<file path="src/rtl/core/csvt_pkg.sv">
// ----------------------------------------------------------------------------
// csvt_pkg
// shared types, constants and helpers of the csv record tokenizer
// ----------------------------------------------------------------------------
`timescale 1ns / 1ps

package csvt_pkg;

    localparam int MAX_COLUMNS = 32;
    localparam int COL_W       = $clog2(MAX_COLUMNS + 1);
    localparam int QUEUE_DEPTH = 4;
    localparam int QPTR_W      = $clog2(QUEUE_DEPTH);

    localparam logic [7:0] CHAR_NL    = 8'h0A;
    localparam logic [7:0] CHAR_QUOTE = 8'h22;
    localparam logic [7:0] CHAR_COMMA = 8'h2C;
    localparam logic [7:0] MARK_0     = 8'hEF;
    localparam logic [7:0] MARK_1     = 8'hBB;
    localparam logic [7:0] MARK_2     = 8'hBF;

    localparam logic REQ_DATA = 1'b0;
    localparam logic REQ_EOF  = 1'b1;

    typedef enum logic [1:0] {
        KIND_CONTENT    = 2'd0,
        KIND_FIELD_END  = 2'd1,
        KIND_RECORD_END = 2'd2
    } kind_t;

    // what one accepted word leaves for the back end after any mark bytes
    typedef enum logic [1:0] {
        MAIN_NONE      = 2'd0,
        MAIN_CONTENT   = 2'd1,
        MAIN_FIELD_END = 2'd2,
        MAIN_LINE_END  = 2'd3
    } main_t;

    typedef enum logic [2:0] {
        PH_IDLE = 3'd0,
        PH_MARK = 3'd1,
        PH_MAIN = 3'd2,
        PH_FE   = 3'd3,
        PH_REC  = 3'd4
    } phase_t;

    typedef struct packed {
        logic             is_header;
        logic [1:0]       mark_cnt;
        main_t            main;
        logic [7:0]       byte_val;
        logic [COL_W-1:0] lo;
        logic [COL_W-1:0] hi;
    } cmd_t;

    typedef struct packed {
        logic push;
        cmd_t cmd;
    } push_t;

    typedef struct packed {
        logic full;
        logic empty;
    } qstat_t;

    function automatic logic [7:0] mark_byte(input logic [1:0] idx);
        logic [7:0] r;
        case (idx)
            2'd0:    r = MARK_0;
            2'd1:    r = MARK_1;
            default: r = MARK_2;
        endcase
        return r;
    endfunction

    // phase that follows the mark bytes of a command
    function automatic phase_t main_phase(input cmd_t c);
        phase_t p;
        case (c.main)
            MAIN_CONTENT:   p = PH_MAIN;
            MAIN_FIELD_END: p = PH_MAIN;
            MAIN_LINE_END:  p = (c.lo < c.hi) ? PH_FE : PH_REC;
            default:        p = PH_IDLE;
        endcase
        return p;
    endfunction

    function automatic phase_t first_phase(input cmd_t c);
        return (c.mark_cnt != 2'd0) ? PH_MARK : main_phase(c);
    endfunction

endpackage

</file>
<file path="src/rtl/core/csvt_front.sv">
// ----------------------------------------------------------------------------
// csvt_front
// byte classifier: mark stripping, quoting, column tracking, command issue
// ----------------------------------------------------------------------------
`timescale 1ns / 1ps

module csvt_front (
    input  logic              clk,
    input  logic              rst_n,
    input  logic              s_tvalid,
    output logic              s_tready,
    input  logic [7:0]        s_tdata,
    input  logic              s_tuser,
    input  csvt_pkg::qstat_t  qstat,
    output csvt_pkg::push_t   push_out
);

    logic                       quoting_reg, quoting_next;
    logic                       qp_reg, qp_next;
    logic [csvt_pkg::COL_W-1:0] fi_reg, fi_next;
    logic [csvt_pkg::COL_W-1:0] hc_reg, hc_next;
    logic                       hs_reg, hs_next;
    logic                       lhb_reg, lhb_next;
    logic [1:0]                 mm_reg, mm_next;
    logic                       afs_reg, afs_next;

    assign s_tready = !qstat.full;

    always_comb
    begin
        logic [csvt_pkg::COL_W-1:0] lim;
        logic                       below;
        logic [1:0]                 m_idx;
        logic                       take;
        logic                       line_end;
        logic                       q;
        logic                       done;
        csvt_pkg::cmd_t             cmd;

        quoting_next = quoting_reg;
        qp_next      = qp_reg;
        fi_next      = fi_reg;
        hc_next      = hc_reg;
        hs_next      = hs_reg;
        lhb_next     = lhb_reg;
        mm_next      = mm_reg;
        afs_next     = afs_reg;

        lim   = hs_reg ? hc_reg : csvt_pkg::COL_W'(csvt_pkg::MAX_COLUMNS);
        below = fi_reg < lim;
        m_idx = (mm_reg < 2'd3) ? mm_reg : 2'd0;
        take     = 1'b0;
        line_end = 1'b0;
        q        = quoting_reg;
        done     = 1'b0;

        cmd           = '0;
        cmd.is_header = !hs_reg;
        cmd.main      = csvt_pkg::MAIN_NONE;
        cmd.byte_val  = s_tdata;
        cmd.lo        = fi_reg;
        cmd.hi        = fi_reg;

        if (s_tvalid && s_tready)
        begin
            if (s_tuser == csvt_pkg::REQ_DATA)
            begin
                if (afs_reg)
                begin
                    if (s_tdata == csvt_pkg::mark_byte(m_idx))
                    begin
                        lhb_next = 1'b1;
                        if (m_idx == 2'd2)
                        begin
                            mm_next  = 2'd0;
                            afs_next = 1'b0;
                        end
                        else
                        begin
                            mm_next = m_idx + 2'd1;
                        end
                    end
                    else
                    begin
                        // partial mark goes out as content ahead of this byte
                        afs_next     = 1'b0;
                        mm_next      = 2'd0;
                        cmd.mark_cnt = mm_reg;
                        take         = 1'b1;
                    end
                end
                else
                begin
                    take = 1'b1;
                end

                if (take)
                begin
                    if (s_tdata == csvt_pkg::CHAR_NL)
                    begin
                        line_end = 1'b1;
                    end
                    else
                    begin
                        lhb_next = 1'b1;
                        if (qp_reg)
                        begin
                            qp_next = 1'b0;
                            if (s_tdata == csvt_pkg::CHAR_QUOTE)
                            begin
                                if (below)
                                    cmd.main = csvt_pkg::MAIN_CONTENT;
                                done = 1'b1;
                            end
                            else
                            begin
                                q = 1'b0;
                            end
                        end
                        if (!done)
                        begin
                            if (s_tdata == csvt_pkg::CHAR_QUOTE)
                            begin
                                if (q)
                                    qp_next = 1'b1;
                                else
                                    q = 1'b1;
                            end
                            else if (s_tdata == csvt_pkg::CHAR_COMMA && !q)
                            begin
                                if (below)
                                begin
                                    cmd.main = csvt_pkg::MAIN_FIELD_END;
                                    fi_next  = fi_reg + 1'b1;
                                end
                            end
                            else if (below)
                            begin
                                cmd.main = csvt_pkg::MAIN_CONTENT;
                            end
                        end
                        quoting_next = q;
                    end
                end
            end
            else
            begin
                cmd.mark_cnt = afs_reg ? mm_reg : 2'd0;
                line_end     = lhb_reg;
            end

            if (line_end)
            begin
                if (!(hs_reg && !lhb_reg))
                begin
                    cmd.main = csvt_pkg::MAIN_LINE_END;
                    if (hs_reg)
                        cmd.hi = lim;
                    else
                        cmd.hi = below ? fi_reg + 1'b1 : fi_reg;
                    if (!hs_reg)
                    begin
                        hc_next = below ? fi_reg + 1'b1 : lim;
                        hs_next = 1'b1;
                    end
                end
                quoting_next = 1'b0;
                qp_next      = 1'b0;
                fi_next      = '0;
                lhb_next     = 1'b0;
            end

            // end of file returns everything to the start-of-file state
            if (s_tuser == csvt_pkg::REQ_EOF)
            begin
                quoting_next = 1'b0;
                qp_next      = 1'b0;
                fi_next      = '0;
                hc_next      = '0;
                hs_next      = 1'b0;
                lhb_next     = 1'b0;
                mm_next      = 2'd0;
                afs_next     = 1'b1;
            end
        end

        push_out.cmd  = cmd;
        push_out.push = s_tvalid && s_tready &&
                        ((cmd.main != csvt_pkg::MAIN_NONE) || (cmd.mark_cnt != 2'd0));
    end

    always_ff @(posedge clk or negedge rst_n)
    begin
        if (!rst_n)
        begin
            quoting_reg <= 1'b0;
            qp_reg      <= 1'b0;
            fi_reg      <= '0;
            hc_reg      <= '0;
            hs_reg      <= 1'b0;
            lhb_reg     <= 1'b0;
            mm_reg      <= 2'd0;
            afs_reg     <= 1'b1;
        end
        else
        begin
            quoting_reg <= quoting_next;
            qp_reg      <= qp_next;
            fi_reg      <= fi_next;
            hc_reg      <= hc_next;
            hs_reg      <= hs_next;
            lhb_reg     <= lhb_next;
            mm_reg      <= mm_next;
            afs_reg     <= afs_next;
        end
    end

endmodule

</file>
<file path="src/rtl/core/csvt_queue.sv">
// ----------------------------------------------------------------------------
// csvt_queue
// short command queue between the classifier and the token generator
// ----------------------------------------------------------------------------
`timescale 1ns / 1ps

module csvt_queue (
    input  logic             clk,
    input  logic             rst_n,
    input  csvt_pkg::push_t  push_in,
    input  logic             pop,
    output csvt_pkg::qstat_t qstat,
    output csvt_pkg::cmd_t   head
);

    localparam int CNT_W = csvt_pkg::QPTR_W + 1;

    csvt_pkg::cmd_t              entry_reg [csvt_pkg::QUEUE_DEPTH];
    logic [csvt_pkg::QPTR_W-1:0] wr_ptr_reg, wr_ptr_next;
    logic [csvt_pkg::QPTR_W-1:0] rd_ptr_reg, rd_ptr_next;
    logic [CNT_W-1:0]            count_reg, count_next;
    logic                        do_push;
    logic                        do_pop;

    assign qstat.full  = count_reg == CNT_W'(csvt_pkg::QUEUE_DEPTH);
    assign qstat.empty = count_reg == '0;
    assign head        = entry_reg[rd_ptr_reg];

    assign do_push = push_in.push && !qstat.full;
    assign do_pop  = pop && !qstat.empty;

    always_comb
    begin
        wr_ptr_next = do_push ? wr_ptr_reg + 1'b1 : wr_ptr_reg;
        rd_ptr_next = do_pop ? rd_ptr_reg + 1'b1 : rd_ptr_reg;
        count_next  = count_reg;
        if (do_push && !do_pop)
            count_next = count_reg + 1'b1;
        else if (!do_push && do_pop)
            count_next = count_reg - 1'b1;
    end

    always_ff @(posedge clk)
    begin
        if (do_push)
            entry_reg[wr_ptr_reg] <= push_in.cmd;
    end

    always_ff @(posedge clk or negedge rst_n)
    begin
        if (!rst_n)
        begin
            wr_ptr_reg <= '0;
            rd_ptr_reg <= '0;
            count_reg  <= '0;
        end
        else
        begin
            wr_ptr_reg <= wr_ptr_next;
            rd_ptr_reg <= rd_ptr_next;
            count_reg  <= count_next;
        end
    end

endmodule

</file>
<file path="src/rtl/core/csvt_back.sv">
// ----------------------------------------------------------------------------
// csvt_back
// token generator: expands commands into result words, with output register
// ----------------------------------------------------------------------------
`timescale 1ns / 1ps

module csvt_back (
    input  logic             clk,
    input  logic             rst_n,
    input  csvt_pkg::cmd_t   head,
    input  csvt_pkg::qstat_t qstat,
    output logic             pop,
    output logic             m_tvalid,
    input  logic             m_tready,
    output logic [15:0]      m_tdata,
    output logic [2:0]       m_tuser,
    output logic             m_tlast
);

    csvt_pkg::phase_t           phase_reg, phase_next;
    csvt_pkg::cmd_t             cmd_reg, cmd_next;
    logic [1:0]                 idx_reg, idx_next;
    logic [csvt_pkg::COL_W-1:0] col_reg, col_next;

    logic                       out_valid_reg, out_valid_next;
    logic [15:0]                out_data_reg, out_data_next;
    logic [2:0]                 out_user_reg, out_user_next;
    logic                       out_last_reg, out_last_next;

    logic                       use_head;
    csvt_pkg::cmd_t             cmd_cur;
    csvt_pkg::phase_t           ph_cur;
    logic [1:0]                 idx_cur;
    logic [csvt_pkg::COL_W-1:0] col_cur;
    csvt_pkg::phase_t           ph_after;
    logic                       done;
    logic                       gen_valid;
    logic                       advance;
    logic                       step;

    csvt_pkg::kind_t            res_kind;
    logic [7:0]                 res_char;
    logic [csvt_pkg::COL_W-1:0] res_col;

    // when idle the head of the queue is worked on directly, no bubble
    assign use_head  = phase_reg == csvt_pkg::PH_IDLE;
    assign cmd_cur   = use_head ? head : cmd_reg;
    assign ph_cur    = use_head ? (qstat.empty ? csvt_pkg::PH_IDLE
                                               : csvt_pkg::first_phase(head))
                                : phase_reg;
    assign idx_cur   = use_head ? 2'd0 : idx_reg;
    assign col_cur   = use_head ? head.lo : col_reg;
    assign gen_valid = ph_cur != csvt_pkg::PH_IDLE;
    assign advance   = !out_valid_reg || m_tready;
    assign step      = gen_valid && advance;
    assign pop       = use_head && step;

    // next phase of the generator
    always_comb
    begin
        ph_after = csvt_pkg::PH_IDLE;
        idx_next = idx_cur;
        col_next = col_cur;
        case (ph_cur)
            csvt_pkg::PH_MARK:
            begin
                if (idx_cur + 2'd1 < cmd_cur.mark_cnt)
                begin
                    ph_after = csvt_pkg::PH_MARK;
                    idx_next = idx_cur + 2'd1;
                end
                else
                begin
                    ph_after = csvt_pkg::main_phase(cmd_cur);
                    col_next = cmd_cur.lo;
                end
            end
            csvt_pkg::PH_FE:
            begin
                if (col_cur + 1'b1 < cmd_cur.hi)
                begin
                    ph_after = csvt_pkg::PH_FE;
                    col_next = col_cur + 1'b1;
                end
                else
                begin
                    ph_after = csvt_pkg::PH_REC;
                end
            end
            default:
            begin
                ph_after = csvt_pkg::PH_IDLE;
            end
        endcase
        done       = ph_after == csvt_pkg::PH_IDLE;
        phase_next = step ? ph_after : phase_reg;
        cmd_next   = step ? cmd_cur : cmd_reg;
    end

    // result word of the current phase
    always_comb
    begin
        res_kind = csvt_pkg::KIND_RECORD_END;
        res_char = 8'h00;
        res_col  = '0;
        case (ph_cur)
            csvt_pkg::PH_MARK:
            begin
                res_kind = csvt_pkg::KIND_CONTENT;
                res_char = csvt_pkg::mark_byte(idx_cur);
            end
            csvt_pkg::PH_MAIN:
            begin
                if (cmd_cur.main == csvt_pkg::MAIN_CONTENT)
                begin
                    res_kind = csvt_pkg::KIND_CONTENT;
                    res_char = cmd_cur.byte_val;
                end
                else
                begin
                    res_kind = csvt_pkg::KIND_FIELD_END;
                end
                res_col = cmd_cur.lo;
            end
            csvt_pkg::PH_FE:
            begin
                res_kind = csvt_pkg::KIND_FIELD_END;
                res_col  = col_cur;
            end
            default:
            begin
                res_kind = csvt_pkg::KIND_RECORD_END;
            end
        endcase
    end

    always_comb
    begin
        logic [csvt_pkg::COL_W+4:0] col_wide;

        col_wide       = {5'b0, res_col};
        out_valid_next = out_valid_reg;
        out_data_next  = out_data_reg;
        out_user_next  = out_user_reg;
        out_last_next  = out_last_reg;
        if (advance)
        begin
            out_valid_next = gen_valid;
            out_data_next  = {3'b000, col_wide[4:0], res_char};
            out_user_next  = {cmd_cur.is_header, res_kind};
            out_last_next  = done;
        end
    end

    always_ff @(posedge clk or negedge rst_n)
    begin
        if (!rst_n)
        begin
            phase_reg     <= csvt_pkg::PH_IDLE;
            out_valid_reg <= 1'b0;
        end
        else
        begin
            phase_reg     <= phase_next;
            out_valid_reg <= out_valid_next;
        end
    end

    always_ff @(posedge clk)
    begin
        cmd_reg      <= cmd_next;
        out_data_reg <= out_data_next;
        out_user_reg <= out_user_next;
        out_last_reg <= out_last_next;
        if (step)
        begin
            idx_reg <= idx_next;
            col_reg <= col_next;
        end
    end

    assign m_tvalid = out_valid_reg;
    assign m_tdata  = out_data_reg;
    assign m_tuser  = out_user_reg;
    assign m_tlast  = out_last_reg;

endmodule

</file>
<file path="src/rtl/core/csv_record_tokenizer_top.sv">
// ----------------------------------------------------------------------------
// csv_record_tokenizer_top
// streaming csv tokenizer: file bytes in, field and record tokens out
// ----------------------------------------------------------------------------
// input word: s_tuser is 0 for a file byte in s_tdata, 1 for end of file.
// output word: a content byte, a field end or a record end (kind in m_tuser),
// with its column; m_tlast marks the final word caused by one input word.
// a leading ef bb bf mark is dropped; the first line sets the column count
// and later rows are padded or cut to it; empty data lines give nothing.
// the first word caused by an input is written into the command queue and
// then passes through the output register before it shows on m_tvalid.
// throughput: while the receiver does not stall, one input word per cycle
// while each gives at most one output word; a line end gives one word per
// padding column plus the record end, and the flushed mark bytes one each,
// generated one per cycle by the token generator, the 4-entry command queue
// absorbing short bursts. when the receiver stalls, the output register
// holds its word, the queue fills and s_tready falls once it is full.
// reset: queue and output empty, tokenizer at the start of a file.
// ----------------------------------------------------------------------------
`timescale 1ns / 1ps

module csv_record_tokenizer_top (
    input  logic        clk,
    input  logic        rst_n,
    input  logic        s_tvalid,
    output logic        s_tready,
    input  logic [7:0]  s_tdata,   // data_byte
    input  logic        s_tuser,   // req_type
    output logic        m_tvalid,
    input  logic        m_tready,
    output logic [15:0] m_tdata,   // char_out[7:0], column[12:8], zero pad
    output logic [2:0]  m_tuser,   // kind[1:0], is_header[2]
    output logic        m_tlast
);

    csvt_pkg::push_t  push_w;
    csvt_pkg::qstat_t qstat_w;
    csvt_pkg::cmd_t   head_w;
    logic             pop_w;

    csvt_front u_front (
        .clk      (clk),
        .rst_n    (rst_n),
        .s_tvalid (s_tvalid),
        .s_tready (s_tready),
        .s_tdata  (s_tdata),
        .s_tuser  (s_tuser),
        .qstat    (qstat_w),
        .push_out (push_w)
    );

    csvt_queue u_queue (
        .clk     (clk),
        .rst_n   (rst_n),
        .push_in (push_w),
        .pop     (pop_w),
        .qstat   (qstat_w),
        .head    (head_w)
    );

    csvt_back u_back (
        .clk      (clk),
        .rst_n    (rst_n),
        .head     (head_w),
        .qstat    (qstat_w),
        .pop      (pop_w),
        .m_tvalid (m_tvalid),
        .m_tready (m_tready),
        .m_tdata  (m_tdata),
        .m_tuser  (m_tuser),
        .m_tlast  (m_tlast)
    );

endmodule

</file>
<file path="config.mk">
export PLATFORM = sky130hd
export DESIGN_NAME = csv_record_tokenizer_top
export DESIGN_NICKNAME = d
export VERILOG_FILES = /design/src/rtl/core/csvt_pkg.sv /design/src/rtl/core/csvt_front.sv /design/src/rtl/core/csvt_queue.sv /design/src/rtl/core/csvt_back.sv /design/src/rtl/core/csv_record_tokenizer_top.sv
export SDC_FILE = /design/constraint.sdc
export NUM_CORES = 1
export LEC_CHECK = 0
export BUFFER_PORTS_ARGS = -buffer_cell sky130_fd_sc_hd__buf_2
export CORE_ASPECT_RATIO = 0.8
export CORE_MARGIN = 3
export CORE_UTILIZATION = 47
export CTS_CLUSTER_DIAMETER = 30
export DETAILED_ROUTE_END_ITERATION = 8
export GPL_ROUTABILITY_DRIVEN = 0
export GPL_TIMING_DRIVEN = 0
export REMOVE_ABC_BUFFERS = 1
export SLEW_MARGIN = 20
export SYNTH_ARGS = -nofsm -noshare
export SYNTH_HDL_FRONTEND = slang
export SYNTH_SLANG_ARGS = --single-unit
</file>
<file path="constraint.sdc">
create_clock -name clk -period 6.7 [get_ports clk]
set_input_delay 1.34 -clock clk [delete_from_list [all_inputs] [get_ports clk]]
set_output_delay 1.34 -clock clk [all_outputs]
set_load 0.01 [all_outputs]
</file>
Word-level counts from Yosys, hierarchy flattened. Memory sizes are Yosys's and may differ from the RTL's. Cells that the tools add are included.

Flip-flop bits (word level): 80. Bits in writable memories: 100. Bits of input ports: 13. Output and inout port bits: 22. Word-level logic and storage cells: 221. Memories: 1.

Memory list: u_queue.entry_reg (depth 4, bits a word 25, rd ports 1, clocked after memory_dff 0, write ports 1, RTL line csvt_queue.sv:18) `csvt_pkg::cmd_t entry_reg [csvt_pkg::QUEUE_DEPTH];`.

$add $sub $neg: 8. $lt $le $gt $ge: 6. Eq/ne operators: 22. Mux-type cells: 119. Reductions and logical operators: 41.

Operators with widths (count): two-way mux 6 bit (21); two-way mux 1 bit (50); two-way mux 2 bit (24); two-way mux 8 bit (4); case mux 7 bit (2 select lines) (2); two-way mux 3 bit (9); two-way mux 25 bit (1); < comparator 6 bit (4); case mux 3 bit (2 select lines) (3); equality test 8 x 6 -> 1 bit (second input constant) (2); case mux 8 bit (2 select lines) (1); adder 6 x 1 -> 6 bit (second input constant) (2); case mux 6 bit (2 select lines) (1); nonzero test 2 bit (6); equality test 2 bit (second input constant) (5); logical AND 1 bit (10); case mux 5 bit (2 select lines) (1); zero test 3 bit (3); inequality test 3 bit (second input constant) (3); nonzero test 3 bit (3); adder 2 x 1 -> 2 bit (second input constant) (4); equality test 2 x 1 -> 1 bit (second input constant) (4); equality test 8 x 4 -> 1 bit (second input constant) (1); equality test 8 bit (1); 18 further kinds (31).

Longest topological paths before layout. Gate-level depths: netlist of the first run.

Word-level depth: 34. Gate-level depth with buffers: 18. Gate-level depth less buffers: 15.

Hierarchy. From an unflattened synthesis of the first run, not the netlist that was laid out.

Cells, all modules: 668. Area total of the unflattened synthesis: 9023.7 µm².

Modules (own cells, without submodules): csvt_queue (times used 1, cells each 167, area each 4083.9 µm², seq. area each 3178.0 µm²); csvt_back (times used 1, cells each 310, area each 3266.9 µm², seq. area each 1601.5 µm²); csvt_front (times used 1, cells each 191, area each 1672.9 µm², seq. area each 476.7 µm²).

Worst setup path before layout of the first run. Ideal clock, no wire load.

Path type: register -> register. Start point: reg u_queue.rd_ptr_reg[1] in the netlist's numbering. End point: reg u_queue.count_reg[1]. Setup time: 125 ps. Arrival: 5409 ps. Required time: 6575 ps. Path slack: 1167 ps. Stages on the path, launching flop included: 17. Path buffers: 3. Clock period less this slack: 5533 ps. Cells stage by stage: dfrtp_1 -> clkbuf_1 -> buf_1 -> buf_1 -> mux4_2 -> inv_1 -> ha_1 -> and3_1 -> a221oi_1 -> o211ai_1 -> a21o_1 -> a32oi_2 -> nand2_1 -> ha_1 -> inv_1 -> fa_1 -> mux2_2.

Word-level cells in the longest chain between the ends: 14. Elaborated cells on any way between the ends: 21. Classes of those cells: order compare: 1; eq/ne: 3; mux: 6; reduce/logical: 10; memory: 1.

Ends and longest elaborated chain: from (decl) (RTL line csvt_queue.sv:20) `logic [csvt_pkg::QPTR_W-1:0] rd_ptr_reg, rd_ptr_next;`; from (signal assigned) (RTL line csvt_queue.sv:60) `rd_ptr_reg <= rd_ptr_next;`; memory (4 x 25 bit) *; < comparator 6 bit (tied with other cells) (RTL line csvt_pkg.sv:81) `MAIN_LINE_END: p = (c.lo < c.hi) ? PH_FE : PH_REC;`; two-way mux 3 bit or OR reduction 2 bit (tied branches); case mux 3 bit (2 select lines) (RTL line csvt_pkg.sv:78) `case (c.main)`; two-way mux 3 bit * (RTL line csvt_pkg.sv:88) `return (c.mark_cnt != 2'd0) ? PH_MARK : main_phase(c);`; two-way mux 3 bit * (2 in a row) (RTL line csvt_back.sv:48) `assign ph_cur = use_head ? (qstat.empty ? csvt_pkg::PH_IDLE`; nonzero test 3 bit * (RTL line csvt_back.sv:53) `assign gen_valid = ph_cur != csvt_pkg::PH_IDLE;`; logical AND 1 bit * (RTL line csvt_back.sv:55) `assign step = gen_valid && advance;`; logical AND 1 bit * (RTL line csvt_back.sv:56) `assign pop = use_head && step;`; logical AND 1 bit * (RTL line csvt_queue.sv:30) `assign do_pop = pop && !qstat.empty;`; zero test 1 bit * (RTL line csvt_queue.sv:37) `if (do_push && !do_pop)`; logical AND 1 bit * (RTL line csvt_queue.sv:37); two-way mux 3 bit * (RTL line csvt_queue.sv:37); via u_queue.count_next[1] (RTL line csvt_queue.sv:21) `logic [CNT_W-1:0] count_reg, count_next;`; to (signal assigned) (RTL line csvt_queue.sv:61) `count_reg <= count_next;`; to (decl) (RTL line csvt_queue.sv:21).

Mark *: on every way through the listed nets, which the timed path passes. The rest lies on a longest branch. A chain may end at the register's enable or synchronous reset.

Final worst setup path of the first run.
Start point: reg u_queue.rd_ptr_reg[0] in the netlist's numbering. End point: reg u_queue.count_reg[1].

The elaborated chain is that of the path after synthesis.

==> impl_results.md, run 1 <==
* Outcome: finished, final reports clean
* Worst-path clk slew at 0.07 ns
* Initial drt markers at 401
* Clock latency on the worst-skew pair at 0.43 ns
* Avg Inst Size Synth at 13.4 um2
* Synth warnings at 0
* Crit end category: register
* Max transition margin at 0.414
* Initial antenna violation count at 0
* Achievable Freq at 0.210 GHz
* Cells after Synth at 646
* Hold Path Class: reg2reg
* Sequential fraction of the synthesis area at 0.606
* Vias in the first global route at 5244
* Port bufs at 31
* Max reg flops at 100
* Die Y at 128 um
* First-pass GRT wire length at 28.4 mm
* Worst-Margin Slew at 0.880 ns
* Vias at 5247
* Initial Util at 0.490
* Final hold vios at 0
* Wirelength, routed at 17.5 mm
* Leak at 0.00371 uW
* Crit-path max FO at 20
* Antenna cells at 0
* Filler cell count at 1452
* CTS tree: built
* Rows at 43
* Routed length per instance at 19.0 um
* Dominant synthesized flop cell: edfxtp_1
* Largest net degree at the start of global routing at 31
* Setup Viol. Count Final at 0
* Num CTS Buffers at 17
* Nets at 731
* Die ar. at 0.0201 mm2
* Post-DP HPWL at 12.2 mm
* Total track usage at 0.184
* Post-synth cell types at 74
* Drt via density at 5.72
* RSZ-0062 raised after global routing: false
* DRC Markers at 0
* Fin. max-slew vios at 0
* Hold_buf cts at 0
* Synthesis-to-finish area growth at 12.0%
* Fin util at 0.549
* Setup ws final at 1.94 ns
* Minimum clock period after layout at 4.76 ns
* Clock buffer depth at 2
* Final antenna-violating net count at 0
* Number of H-tree levels at 4
* Post-synth EDFFs at 150
* Synth Cell Area at 0.00867 mm2
* Fraction of registers with async set or reset after synthesis at 0.167
* Top cell type's share of synthesized area at 0.519
* Core ar. at 0.0177 mm2
* Clock Skew at 0.0142 ns
* Post_cts resized at 0
* Count of max-cap constraint violations at 0
* Crit start category: register
* Worst EP arrival at 5.07 ns
* Worst endpoint required time at 7.01 ns
* Maximum VDD drop at 0.000217 V
* DR pass1 iterations at 5
* Final period util at 0.711
* Clock sinks at 180
* #FFs+latches synth at 180
* Largest area contributor in the synthesized netlist: edfxtp_1
* PD cells at 517 mW/mm2
* GRT overflow at 0
* CTS root buf: clkbuf_16
* Pre-CTS WS at 1.89 ns
* Hold WS at 0.481 ns
* Setup Crit Path Kind: reg2reg
* Die Width at 158 um
* IO Count at 35
* Layout cells sized above 1 at 0.162
* Postcts setup bufs at 0
* Synth top area cells: edfxtp_1 52%, dfrtp_1 8.4%, mux4_2 5.7%
* Total chip power at 5030 uW
==> layout by cell type (no fill, tap or decap), types with 5 or more instances in the layout <==
cell type / Yosys / routed
edfxtp_1: 150 / 150
nand2_1: 76 / 76
inv_1: 51 / 51
ha_1: 38 / 38
o21ai_0: 32 / 32
buf_2: 5 / 31
dfrtp_1: 29 / 27
mux4_2: 22 / 22
a21oi_1: 21 / 21
nor2_1: 21 / 21
clkbuf_16: 0 / 17
mux2i_1: 16 / 16
nand3_1: 13 / 13
o22ai_1: 13 / 13
xnor2_1: 12 / 12
o2111ai_1: 8 / 8
a21o_1: 7 / 7
o22a_1: 7 / 7
or3_1: 6 / 6
nor3_1: 7 / 6
inv_6: 0 / 6
and2_1: 9 / 5
o211ai_1: 5 / 5
==> cell families (layout without fill, tap and decap cells) <==
logic type | after synthesis | count (layout) | share of synthesized area
XOR/XNOR | 16 | 16 | 0.0162
AO/OA/AOI/OAI | 134 | 134 | 0.109
flip-flops | 180 | 180 | 0.606
adder cells (fa/ha/maj) | 39 | 39 | 0.0571
multiplexers | 43 | 43 | 0.0873
other | 1 | 3 | 0.000432
AND/OR/NAND/NOR | 158 | 158 | 0.0889
buffers and inverters | 75 | 119 | 0.0353
==> critical path, stage by stage (launching register included) <==
cell      delay [ns]
dfrtp_2         0.54
buf_12          0.24
mux4_1          0.64
ha_1            0.32
and3_1          0.16
a221oi_1        0.40
o211ai_1        0.25
a21o_1          0.32
a32oi_4         0.40
buf_16          0.21
nand2_1         0.14
ha_1            0.26
inv_1           0.07
fa_1            0.41
mux2_2          0.27
==> metrics by stage <==
| stage | TNS (ns) | area [um2] | std cells |
|---|---|---|---|
| after floorplan | 0 | 8570 | 624 |
| after global placement | -1.12 | 9000 | 880 |
| after detailed placement | 0 | 9140 | 885 |
| after CTS | 0 | 9720 | 917 |
| after global routing | 0 | 9720 | 917 |
| final | 0 | 9720 | 917 |
==> cell usage after synthesis, types with 4 or more instances <==
master,number
edfxtp_1,150
nand2_1,76
inv_1,51
ha_1,38
o21ai_0,32
dfrtp_1,29
mux4_2,22
a21oi_1,21
nor2_1,21
mux2i_1,16
nand3_1,13
o22ai_1,13
xnor2_1,12
and2_1,9
clkbuf_1,9
o2111ai_1,8
a21o_1,7
nor3_1,7
o22a_1,7
buf_1,6
or3_1,6
buf_2,5
o211ai_1,5
and3_1,4
o21ai_1,4
o41ai_1,4
xor2_1,4
==> power breakdown <==
part	internal, uW	total, uW	switching, uW
logic	860	2150	1290
registers	1680	1880	201
clock network	556	990	434
total	3100	5030	1930
==> path summary, 6_finish.rpt <==
| check | end | startpoint | slack [ns] | cells past startpoint |
|---|---|---|---|---|
| max | u_queue.count_reg[1] | u_queue.rd_ptr_reg[0] | 1.94 | 14 |
| min | u_queue.count_reg[2] | u_queue.count_reg[2] | 0.48 | 1 |
| max reg2reg | u_queue.count_reg[1] | u_queue.rd_ptr_reg[0] | 1.94 | 14 |
| min reg2reg | u_queue.count_reg[2] | u_queue.count_reg[2] | 0.48 | 1 |
| max in group asynchronous | u_queue.rd_ptr_reg[0] | rst_n | 5.20 | 1 |
| min in group asynchronous | u_front.hc_reg[1] | rst_n | 0.97 | 1 |
==> per-layer routing <==
layer,routed length (um),GRT usage,vias up
met5,0,0,-
met4,188,0.0515,0
met3,736,0.0376,13
met2,8210,0.283,113
met1,8310,0.268,2610
li1,-,-,2511
==> layout make-up <==
cell class / count / area (um2) / share of cell area
clock inverters: 13 / 145 / 0.0149
repair buffers: 36 / 260 / 0.0268
flip-flops and latches: 180 / 5260 / 0.541
inverters: 51 / 191 / 0.0197
clock buffers: 19 / 433 / 0.0446
well taps: 225 / 282 / 0.0290
multi-input cells: 393 / 3150 / 0.324
Power figures use the tool's default switching activity.
==> run 2, diff against run 1 <==
==> constraint.sdc (replaced) <==
create_clock -name clk -period 4.4 [get_ports clk]
set_input_delay 0.88 -clock clk [delete_from_list [all_inputs] [get_ports clk]]
set_output_delay 0.88 -clock clk [all_outputs]
set_load 0.01 [all_outputs]
==> run 2 against run 1 <==
Net effect: critical path depth unchanged; setup slack lost 1.8 ns; design area grew 0.81%.
==> impl_results.md, run 2 (synthesis results as in run 1) <==
* Most common cell on crit path: ha_1
* Count of max-cap constraint violations at 0 (unchanged)
* DR pass1 iterations at 4 (-1)
* Hold path depth at 1 (unchanged)
* Die Y at 128 um (unchanged)
* Achievable Freq at 0.235 GHz (+12%)
* Worst-Margin Slew at 0.872 ns (-0.00799 ns)
* Leak at 0.00375 uW (+0.90%)
* Layout cells sized above 1 at 0.177 (+0.0149)
* Wirelength, routed at 17.6 mm (+1.0%)
* Worst endpoint required time at 4.71 ns (-2.30 ns)
* Fin util at 0.553 (+0.00445)
* PD cells at 794 mW/mm2 (+53%)
* Core ar. at 0.0177 mm2 (unchanged)
* Synthesis-to-finish area growth at 12.9%
* Max transition margin at 0.411 (-0.00227)
* Leading cell type in the layout, fill and taps excluded: edfxtp_1
* IO Count at 35 (unchanged)
* Worst path top cell family by delay: compound AO/OA/AOI/OAI gates
* Cells along the critical path: buf_12 -> mux4_2 -> ha_1 -> a21o_1 -> a221oi_2 -> o211ai_1 -> a21o_2 -> a32oi_4 -> buf_16 -> nand2_1 -> ha_1 -> inv_1 -> fa_1 -> mux2_2
* Setup Viol. Count Final at 0 (unchanged)
* Clock latency on the worst-skew pair at 0.43 ns (about the same)
* Die ar. at 0.0201 mm2 (unchanged)
* Hold Path Class: reg2reg
* Total chip power at 7770 uW (+55%)
* CTS root buf: clkbuf_16
* Vias at 5277 (+0.57%)
* Crit start category: register
* DRC Markers at 0 (unchanged)
* Number of H-tree levels at 4 (unchanged)
* Final hold vios at 0 (unchanged)
* Num CTS Buffers at 17 (unchanged)
* Initial antenna violation count at 0 (unchanged)
* Hold_buf cts at 0 (unchanged)
* Post-route insts no fill at 921 (+0.44%)
* Initial drt markers at 383 (-4.5%)
* Die Width at 158 um (unchanged)
* First-pass GRT wire length at 28.4 mm (+0.14%)
* Max reg flops at 100 (unchanged)
* Initial Util at 0.490 (unchanged)
* Largest net degree at the start of global routing at 31 (unchanged)
* Crit-path max FO at 19 (-5.0%)
* Reg2Reg Depth at 14 (unchanged)
* Buffers and inverters on the worst path at 3 (unchanged)
* Minimum clock period after layout at 4.26 ns (-0.508 ns)
* Clock buffer depth at 2 (unchanged)
* Crit end category: register
* Clock sinks at 180 (unchanged)
* Antenna cells at 0 (unchanged)
* Port bufs at 31 (unchanged)
* Nets at 735 (+0.55%)
* Rows at 43 (unchanged)
* Commonest cells after routing, fill and taps aside: 150 x edfxtp_1, 76 x nand2_1, 51 x inv_1
* CP max-delay cell: mux4_2
* Worst-path clk slew at 0.06 ns (about the same)
* GRT overflow at 0 (unchanged)
* Final period util at 0.967 (+0.256)
* Fin. max-slew vios at 0 (unchanged)
* Critical path depth in cells at 14 (unchanged)
* Max incr delay on CP at 0.56 ns (-0.08 ns)
* Vias in the first global route at 5273 (+0.55%)
* Worst EP arrival at 4.57 ns (-0.50 ns)
* Drt via density at 5.73 (+0.13%)
* Routed length per instance at 19.1 um (+0.56%)
* Clock Skew at 0.0126 ns (-0.00160 ns)
* Total track usage at 0.184 (+0.000279)
* Final antenna-violating net count at 0 (unchanged)
* Setup Crit Path Kind: reg2reg
* CTS tree: built
* Maximum VDD drop at 0.000327 V (+50%)
* Placed Cells at 885 (unchanged)
* Outcome: finished, final reports clean
* Post-DP HPWL at 12.2 mm (unchanged)
[run 2: changes by cell type in the layout (fill, tap and decap cells not counted), sizes merged]
| cell | change |
|---|---|
| buf | +3 |
| clkbuf | +1 |
[run 2: path summary, 6_finish.rpt]
path | from | to | slack, ns
worst min-delay path | u_queue.count_reg[2] | u_queue.count_reg[2] | 0.48
worst max register to register | u_queue.rd_ptr_reg[0] | u_queue.count_reg[1] | 0.14
worst max-delay path | u_queue.rd_ptr_reg[0] | u_queue.count_reg[1] | 0.14
worst min register to register | u_queue.count_reg[2] | u_queue.count_reg[2] | 0.48
max in group asynchronous | rst_n | u_queue.rd_ptr_reg[1] | 3.35
min in group asynchronous | rst_n | u_front.hc_reg[1] | 0.51
[run 2: what timing repair did]
action,CTS,global route
setup buffers,2,1
cloned,0,1
setup endpoints to repair,2,7
pin swaps,1,3
gates resized for setup,2,7
[run 2: per-stage QoR]
step / setup slack, ns / hold slack [ns] / TNS, ns / area [um2]
floorplan: -1.29 / 0.448 / -17.37 / 8570
global placement: -2.89 / 0.466 / -86.04 / 9000
detailed placement: -0.408 / 0.473 / -0.692 / 9140
CTS: 0.0692 / 0.482 / 0 / 9740
global route: -0.00601 / 0.511 / -0.00601 / 9790
finish: 0.144 / 0.481 / 0 / 9790
[run 2: layer usage]
| layer | share of wire | wire [um] | track usage |
|---|---|---|---|
| met2 | 0.47 | 8270 | 0.285 |
| met3 | 0.042 | 748 | 0.0376 |
| met1 | 0.48 | 8410 | 0.267 |
| met4 | 0.011 | 191 | 0.0515 |
| met5 | 0 | 0 | 0 |
[run 2: area by class of cell]
class	instances	area [um2]
Sequential cell	180	5260
Fill cell	1448	7910
Inverter	51	191
Multi-Input combinational cell	393	3170
Timing Repair Buffer	40	308
Clock inverter	13	145
Clock buffer	19	433
Tap cell	225	282
[run 2: where the power goes]
part	switching [uW]	leakage [uW]	internal [uW]
clock network	658	0.000277	846
logic	2030	0.00167	1380
registers	298	0.00180	2560
==> run 3, diff against run 2 <==
--- a/config.mk
+++ b/config.mk
@@ -9,11 +9,13 @@
 export CORE_ASPECT_RATIO = 0.8
 export CORE_MARGIN = 3
 export CORE_UTILIZATION = 47
+export CTS_BUF_LIST = sky130_fd_sc_hd__clkbuf_16
 export CTS_CLUSTER_DIAMETER = 30
 export DETAILED_ROUTE_END_ITERATION = 8
 export GPL_ROUTABILITY_DRIVEN = 0
 export GPL_TIMING_DRIVEN = 0
 export REMOVE_ABC_BUFFERS = 1
+export SETUP_SLACK_MARGIN = 0.1
 export SLEW_MARGIN = 20
 export SYNTH_ARGS = -nofsm -noshare
 export SYNTH_HDL_FRONTEND = slang
==> run 3 against run 2 <==
Net effect: die area stayed put; combinational power rose by 2%; clock-buffer cell count shrank 2; wire length is 1.1% higher; cell count increased by 0.54%; sequential cell count unchanged; sequential share of layout area fell by 0.21 points; setup slack gained 0.12 ns; highest routed layer unchanged.
==> impl_results.md, run 3 (synthesis results as in run 1) <==
* Outcome: finished, final reports clean
* Maximum VDD drop at 0.000328 V (+0.41%)
* Clock latency on the worst-skew pair at 0.43 ns (about the same)
* DR pass1 iterations at 5 (+1)
* Minimum clock period after layout at 4.14 ns (-0.118 ns)
* Final hold vios at 0 (unchanged)
* Max transition margin at 0.409 (-0.00230)
* Buffers and inverters on the worst path at 3 (unchanged)
* Clock sinks at 180 (unchanged)
* IO Count at 35 (unchanged)
* CTS root buf: clkbuf_16
* Rows at 43 (unchanged)
* Port bufs at 31 (unchanged)
* Fin. max-slew vios at 0 (unchanged)
* Post-DP Area at 0.00914 mm2 (unchanged)
* Initial drt markers at 407 (+6.3%)
* GRT overflow at 0 (unchanged)
* Worst endpoint required time at 4.71 ns (about the same)
* Max reg flops at 100 (unchanged)
* Hold WS at 0.482 ns (+0.000301 ns)
* Antenna cells at 0 (unchanged)
* Final period util at 0.940 (-0.0267)
* Vias at 5290 (+0.25%)
* Final antenna-violating net count at 0 (unchanged)
* Leak at 0.00378 uW (+0.79%)
* Crit-path max FO at 10 (-9)
* Setup Crit Path Kind: reg2reg
* Worst path top cell family by delay: compound AO/OA/AOI/OAI gates
* Hold Path Class: reg2reg
* RSZ-0062 raised after global routing: false
* Core ar. at 0.0177 mm2 (unchanged)
* Crit start category: register
* Layout cells sized above 1 at 0.185 (+0.00873)
* Drt via density at 5.71 (-0.29%)
* Number of H-tree levels at 4 (unchanged)
* Worst EP arrival at 4.45 ns (-0.12 ns)
* Post-DP HPWL at 12.2 mm (unchanged)
* Achievable Freq at 0.242 GHz (+2.8%)
* Worst-Margin Slew at 0.886 ns (+0.0149 ns)
* CTS tree: built
* PD cells at 795 mW/mm2 (+0.17%)
* Setup Viol. Count Final at 0 (unchanged)
* Count of max-cap constraint violations at 0 (unchanged)
* Cells along the critical path: buf_12 -> mux4_2 -> ha_1 -> a21o_1 -> a221oi_2 -> o211ai_1 -> a21o_2 -> a32oi_4 -> clkbuf_16 -> nand2_1 -> ha_1 -> inv_1 -> fa_1 -> mux2_2
* Crit end category: register
* Die Y at 128 um (unchanged)
* Num CTS Buffers at 17 (unchanged)
* Commonest cells after routing, fill and taps aside: 150 x edfxtp_1, 76 x nand2_1, 53 x inv_1
* First-pass GRT wire length at 28.4 mm (about the same)
* Wirelength, routed at 17.8 mm (+1.1%)
* Total chip power at 7820 uW (+0.58%)
* Initial Util at 0.490 (unchanged)
* Die ar. at 0.0201 mm2 (unchanged)
* Die Width at 158 um (unchanged)
* Hold_buf cts at 0 (unchanged)
* CP max-delay cell: mux4_2
* Clock Skew at 0.0132 ns (+0.000602 ns)
* Largest net degree at the start of global routing at 31 (unchanged)
* Nets at 740 (+0.68%)
* Vias in the first global route at 5269 (-0.076%)
* Fin util at 0.556 (+0.00226)
* Synthesis-to-finish area growth at 13.4%
* Max incr delay on CP at 0.56 ns (about the same)
* Initial antenna violation count at 0 (unchanged)
* Post-route cell area at 0.00983 mm2 (+0.41%)
* DRC Markers at 0 (unchanged)
* Most common cell on crit path: ha_1
* Leading cell type in the layout, fill and taps excluded: edfxtp_1
* Routed length per instance at 19.2 um (+0.51%)
* Total track usage at 0.184 (unchanged)
* Clock buffer depth at 2 (unchanged)
* Worst-path clk slew at 0.06 ns (about the same)
-- run 3: routing by layer --
layer / vias up / share of wire / GRT usage
met5: - / 0 / 0
met1: 2633 / 0.48 / 0.267
met4: 0 / 0.010 / 0.0515
li1: 2524 / - / -
met2: 119 / 0.47 / 0.285
met3: 14 / 0.044 / 0.0376
-- run 3: final timing paths --
kind / start / to / slack [ns] / cells after the start
max in group asynchronous: rst_n / u_queue.rd_ptr_reg[1] / 3.35 / 1
worst max-delay path: u_queue.rd_ptr_reg[0] / u_queue.count_reg[1] / 0.26 / 14
worst min register to register: u_queue.count_reg[2] / u_queue.count_reg[2] / 0.48 / 1
worst min-delay path: u_queue.count_reg[2] / u_queue.count_reg[2] / 0.48 / 1
worst max register to register: u_queue.rd_ptr_reg[0] / u_queue.count_reg[1] / 0.26 / 14
min in group asynchronous: rst_n / u_front.hc_reg[1] / 0.50 / 1
-- run 3: power by group --
group / internal, uW / total, uW / switching, uW / leakage [uW]
Combinational: 1410 / 3480 / 2070 / 0.00169
Clock: 841 / 1500 / 657 / 0.000285
Sequential: 2570 / 2840 / 274 / 0.00180
Total: 4810 / 7820 / 3000 / 0.00378
-- run 3: cell type report --
cell class | instances | area, um2
well taps | 225 | 282
fillers | 1443 | 7870
clock inverters | 15 | 153
multi-input cells | 393 | 3170
inverters | 51 | 191
clock buffers | 17 | 425
repair buffers | 45 | 350
flip-flops and latches | 180 | 5260
-- run 3: what timing repair did --
item,in CTS,in global routing
buffers inserted,2,6
cloned,0,1
hold endpoints to repair,0,0
pin swaps,2,3
setup endpoints to repair,3,9
resized for setup,4,8
-- run 3: through the flow --
step	instances	worst slack (ns)	setup TNS, ns
floorplan	624	-1.29	-17.37
global placement	880	-2.89	-86.04
finish	926	0.262	0
detailed placement	885	-0.408	-0.692
global route	926	0.122	0
CTS	919	0.103	0
